## src/rtl/core/rgbc_pkg.sv

```systemverilog
package rgbc_pkg;

    localparam int unsigned PixW = 8;
    localparam int unsigned Planes = 3;
    localparam int unsigned Taps = 9;
    localparam int unsigned CfgDataW = 24;
    localparam int unsigned CfgIdxW = 3;
    localparam int unsigned DivW = 10;
    localparam int unsigned FwW = 11;
    localparam int unsigned FhW = 13;
    localparam int unsigned ExtW = 14;
    localparam int unsigned ProdW = 17;
    localparam int unsigned SumW = 20;
    localparam int unsigned MagW = 19;
    localparam int unsigned StepW = 5;

    localparam logic [CfgDataW-1:0] CoefTopRst = 24'd0;
    localparam logic [CfgDataW-1:0] CoefMidRst = 24'd256;
    localparam logic [CfgDataW-1:0] CoefBotRst = 24'd0;
    localparam logic [DivW-1:0] DivRst = 10'd1;
    localparam logic [FwW-1:0] FwRst = 11'd1024;
    localparam logic [FhW-1:0] FhRst = 13'd1024;

    typedef enum logic [CfgIdxW-1:0] {
        REG_COEF_TOP = 3'd0,
        REG_COEF_MID = 3'd1,
        REG_COEF_BOT = 3'd2,
        REG_DIVISOR = 3'd3,
        REG_FRAME_W = 3'd4,
        REG_FRAME_H = 3'd5
    } reg_idx_t;

    typedef enum logic [2:0] {
        ST_IDLE,
        ST_FETCH,
        ST_START,
        ST_CALC,
        ST_HOLD
    } state_t;

    typedef struct packed {
        logic [PixW-1:0] blue;
        logic [PixW-1:0] green;
        logic [PixW-1:0] red;
    } pixel_in_t;

    typedef struct packed {
        logic            frame_end;
        logic [PixW-1:0] blue_out;
        logic [PixW-1:0] green_out;
        logic [PixW-1:0] red_out;
    } pixel_out_t;

    typedef struct packed {
        logic start;
    } lane_ctrl_t;

    typedef struct packed {
        logic            done;
        logic [PixW-1:0] result;
    } lane_stat_t;

endpackage

```

## src/rtl/core/rgbc_lane.sv

```systemverilog
module rgbc_lane (
    input  logic                                     aclk,
    input  logic                                     aresetn,
    input  rgbc_pkg::lane_ctrl_t                     ctrl,
    input  logic [rgbc_pkg::Taps-1:0][rgbc_pkg::PixW-1:0] pix,
    input  logic [2:0][rgbc_pkg::CfgDataW-1:0]       coef_rows,
    input  logic [rgbc_pkg::DivW-1:0]                divisor,
    output rgbc_pkg::lane_stat_t                     stat
);
    import rgbc_pkg::*;

    logic signed [ProdW-1:0] prod_reg [Taps];
    logic signed [ProdW-1:0] prod_next [Taps];
    logic                    sum_go_reg;
    logic signed [SumW-1:0]  sum;
    logic [MagW-1:0]         quo_reg;
    logic [DivW-1:0]         rem_reg;
    logic [StepW-1:0]        cnt_reg;
    logic                    busy_reg;
    logic                    done_reg;
    logic [DivW:0]           shifted;
    logic [DivW:0]           trial;

    // one signed product per tap: unsigned pixel by signed coefficient byte
    always_comb begin
        for (int t = 0; t < Taps; t++) begin
            prod_next[t] = $signed({1'b0, pix[t]}) *
                           $signed(coef_rows[t / 3][8 * (t % 3) +: 8]);
        end
    end

    always_comb begin
        sum = '0;
        for (int t = 0; t < Taps; t++) begin
            sum = sum + SumW'(prod_reg[t]);
        end
    end

    // restoring division, one quotient bit per cycle
    assign shifted = {rem_reg, quo_reg[MagW-1]};
    assign trial = shifted - {1'b0, divisor};

    always_ff @(posedge aclk) begin
        if (ctrl.start) begin
            for (int t = 0; t < Taps; t++) begin
                prod_reg[t] <= prod_next[t];
            end
        end
        if (sum_go_reg) begin
            // a negative sum clamps to zero whatever the quotient
            quo_reg <= sum[SumW-1] ? '0 : sum[MagW-1:0];
            rem_reg <= '0;
        end else if (busy_reg) begin
            if (!trial[DivW]) begin
                rem_reg <= trial[DivW-1:0];
                quo_reg <= {quo_reg[MagW-2:0], 1'b1};
            end else begin
                rem_reg <= shifted[DivW-1:0];
                quo_reg <= {quo_reg[MagW-2:0], 1'b0};
            end
        end
    end

    always_ff @(posedge aclk) begin
        if (!aresetn) begin
            sum_go_reg <= 1'b0;
            busy_reg <= 1'b0;
            done_reg <= 1'b0;
            cnt_reg <= '0;
        end else begin
            sum_go_reg <= ctrl.start;
            done_reg <= busy_reg && (cnt_reg == StepW'(1));
            if (sum_go_reg) begin
                busy_reg <= 1'b1;
                cnt_reg <= StepW'(MagW);
            end else if (busy_reg) begin
                cnt_reg <= cnt_reg - StepW'(1);
                if (cnt_reg == StepW'(1)) begin
                    busy_reg <= 1'b0;
                end
            end
        end
    end

    assign stat.done = done_reg;
    assign stat.result = (quo_reg > MagW'(255)) ? 8'd255 : quo_reg[PixW-1:0];

endmodule

```

## config.mk

```make
export PLATFORM = sky130hd
export DESIGN_NAME = rgbc_lane
export DESIGN_NICKNAME = d
export VERILOG_FILES = /design/src/rtl/core/rgbc_pkg.sv /design/src/rtl/core/rgbc_lane.sv
export SDC_FILE = /design/constraint.sdc
export NUM_CORES = 2
export LEC_CHECK = 0
export ABC_CLOCK_PERIOD_IN_PS = 4600
export BUFFER_PORTS_ARGS = -buffer_cell sky130_fd_sc_hd__buf_2
export CORE_MARGIN = 2
export CORE_UTILIZATION = 59
export CTS_BUF_LIST = sky130_fd_sc_hd__clkbuf_4 sky130_fd_sc_hd__clkbuf_8
export DETAILED_ROUTE_END_ITERATION = 8
export GPL_TIMING_DRIVEN = 0
export HOLD_SLACK_MARGIN = 0.03
export PLACE_DENSITY = 0.8
export REMOVE_ABC_BUFFERS = 1
export SYNTH_ARGS = -nofsm -noshare
export SYNTH_HDL_FRONTEND = slang
export SYNTH_SLANG_ARGS = --single-unit
export TNS_END_PERCENT = 5
```

## constraint.sdc

```tcl
create_clock -name aclk -period 4.6 [get_ports aclk]
set_input_delay 0.92 -clock aclk [delete_from_list [all_inputs] [get_ports aclk]]
set_output_delay 0.92 -clock aclk [all_outputs]
set_load 0.05 [all_outputs]
```

==> results_dict.tcl <==
set metrics [dict create \
    synth_mux_area_frac 0.00479 \
    status "finished with violations" \
    core_um2 51100 \
    synth-edff-count 172 \
    cap_violations 0 \
    drv_slew 0 \
    antenna_found_initial 1 \
    r2r_cells 14 \
    yosys.area_share.simple 0.147 \
    area_delta_synth_final_pct 8.42 \
    preCtsSetupSlack_ns -0.846 \
    cts_made_buffers 17 \
    chipWidth_um 231 \
    yosys_warnings 0 \
    drt-total-wl_um 63600 \
    synth_xor_area_frac 0.0321 \
    drc 0 \
    fin_worst_skew_ns 0.00999 \
    r2r_start "prod_reg[0][104]$_DFFE_PP_" \
    via_count 21700 \
    grt_overflow 0 \
    ant_nets 0 \
    finalSetupViolCount 6 \
    netlist_instances 3059 \
    grt_pass1_wl_um 108000 \
    start_util 0.593 \
    first_iter_violations 1348 \
    ys.flop_type "edfxtp_1" \
    synth_area_um2 30300 \
    end_kind "flip-flop" \
    tightest_slew_ns 1.38 \
    synth_top_family_by_area "adder cells" \
    grt_max_degree 109 \
    hold_viol_final 0 \
    rows 83 \
    largest_reg_flops 153 \
    fin_util 0.643 \
    stdcell_count 3933 \
    cp_data_arrival_time_ns 4.97 \
    ys_ff_latch 190 \
    via_per_inst 5.51 \
    grt_pass1_vias 22400 \
    busiest_layer "met2" \
    cp.required_ns 4.87 \
    clock_latency_ns 0.51 \
    async_flop_share 0 \
    use_met2 0.454 \
    cts_tree "yes" \
    drive_above_1_share 0.0913 \
    holdPathStages 2 \
    hold_start "rem_reg[2]$_SDFFE_PP0P_" \
    fillers 4091 \
    ctsRootBufferMaster "clkbuf_8" \
    synth-compound-area-share 0.0756 \
    start_kind "flip-flop" \
    postCtsHoldBufs 0 \
    nets 4270 \
    hold_path_class "flip-flop to flip-flop" \
    r2r_end "quo_reg[18]$_DFFE_PP_" \
    clock_path_buffers 2 \
    grt_util_met3 0.0294 \
    placedCellCount 3893 \
    dieArea_um2 53200 \
    holdPathEnd "rem_reg[2]$_SDFFE_PP0P_" \
    syn_avg_cell_area_um2 9.91 \
    setup_ws_ns -0.0979 \
    io_buffers 165 \
    cp-startpoint "prod_reg[0][104]$_DFFE_PP_" \
    use_met1 0.326 \
    num_io_pins 166 \
    first_pass_iters 6 \
    die_h_um 231 \
    crit_type "flip-flop to flip-flop" \
    finalCritPeriodShare 1.02 \
    htreeDepth 4 \
    slew_headroom 0.0733 \
    rsz0062_at_grt "yes" \
    ys_seq_area_frac 0.182 \
    track_usage 0.252 \
    r2r_slack_ns -0.1 \
    violations "negative setup slack" \
    ys_types 69 \
    synth_fa_ha_area_frac 0.473 \
    gp_congestion 0.943 \
    dp_hpwl_um 53100 \
    wl_per_cell_um 16.2 \
    setup_tns_ns -0.310 \
    cts_sinks 190 \
    clk_transition_reported_paths_ns 0.11 \
    fmax_mhz 213 \
    min_period_ns 4.70 \
    critPathMaxFanout 3 \
]
[stage by stage]
stage / instance area (um^2) / hold WS [ns]
5_1_grt: 32900 / 0.571
3_5_place_dp: 32000 / 0.506
2_1_floorplan: 30200 / 0.478
3_3_place_gp: 31900 / 0.499
6_report: 32900 / 0.520
4_1_cts: 32600 / 0.520
[layout make-up]
type	count	area, um^2	area share
tap	680	851	0.0259
multi-input combinational	2186	22500	0.685
inverter	671	2520	0.0766
timing repair buffer	173	1020	0.0312
clock buffer	17	234	0.00712
antenna	1	2.50	0.0000761
sequential	190	5530	0.168
clock inverter	15	195	0.00594
[cells by family after synthesis]
kind of cell / after synthesis
buffers and inverters: 683
XOR/XNOR: 109
adder cells (fa/ha/maj): 874
AND/OR/NAND/NOR: 861
flip-flops: 190
AO/OA/AOI/OAI: 329
multiplexers: 13
[placed cells by master (no fill, tap or decap), drive strengths merged, types with 32 or more instances in the layout]
master and instances:
inv 678, fa 455, ha 419, and2 303, nand2 259, edfxtp 172, buf 158, nor2 116
xnor2 89, o21ai 61, a21oi 60, nand2b 55, clkbuf 32
[Yosys cell counts, types with 28 or more instances]
master | count | area, um^2
fa_1 | 455 | 9110
xnor2_1 | 89 | 780
nor2_1 | 116 | 435
a21o_1 | 28 | 210
o21a_1 | 28 | 210
edfxtp_1 | 172 | 5160
nand2b_1 | 55 | 344
ha_1 | 419 | 5240
and2_1 | 303 | 1900
inv_1 | 670 | 2510
nand2_1 | 259 | 972
o21ai_0 | 59 | 295
a21oi_1 | 58 | 290
[per-layer routing]
metal,up-vias,wire length [um]
met5,-,0
met4,0,1390
met3,91,3260
met2,536,33100
met1,10900,25900
li1,10200,-
[how the worst max path moves through the flow]
stage | end | slack (ns) | depth (start not counted)
after floorplan | prod_reg[0][152]$_DFFE_PP_ | -0.23 | 14
after global placement | prod_reg[0][16]$_DFFE_PP_ | -0.81 | 16
after detailed placement | prod_reg[0][16]$_DFFE_PP_ | -0.85 | 16
after CTS | prod_reg[0][152]$_DFFE_PP_ | -0.07 | 16
after global routing | quo_reg[18]$_DFFE_PP_ | -0.23 | 14
final | quo_reg[18]$_DFFE_PP_ | -0.1 | 14
[what timing repair did]
item | in CTS | in global routing
pin swaps | 19 | 22
endpoints found under the setup margin | 33 | 42
resized for setup | 40 | 80
buffers inserted | 6 | 1
[worst max-delay path, stage by stage (launching register included)]
cell and delay (ns):
edfxtp_1 0.44, fa_2 0.62, fa_1 0.46, fa_1 0.57
inv_2 0.05, fa_1 0.49, inv_2 0.05, ha_4 0.17
fa_2 0.39, a211oi_4 0.25, o211ai_1 0.16, a31oi_1 0.30
o41ai_2 0.10, xor2_1 0.17, o211a_1 0.23
Power is not shown: default switching activity piles up to over one toggle a cycle in this logic, so the estimate is an artifact.
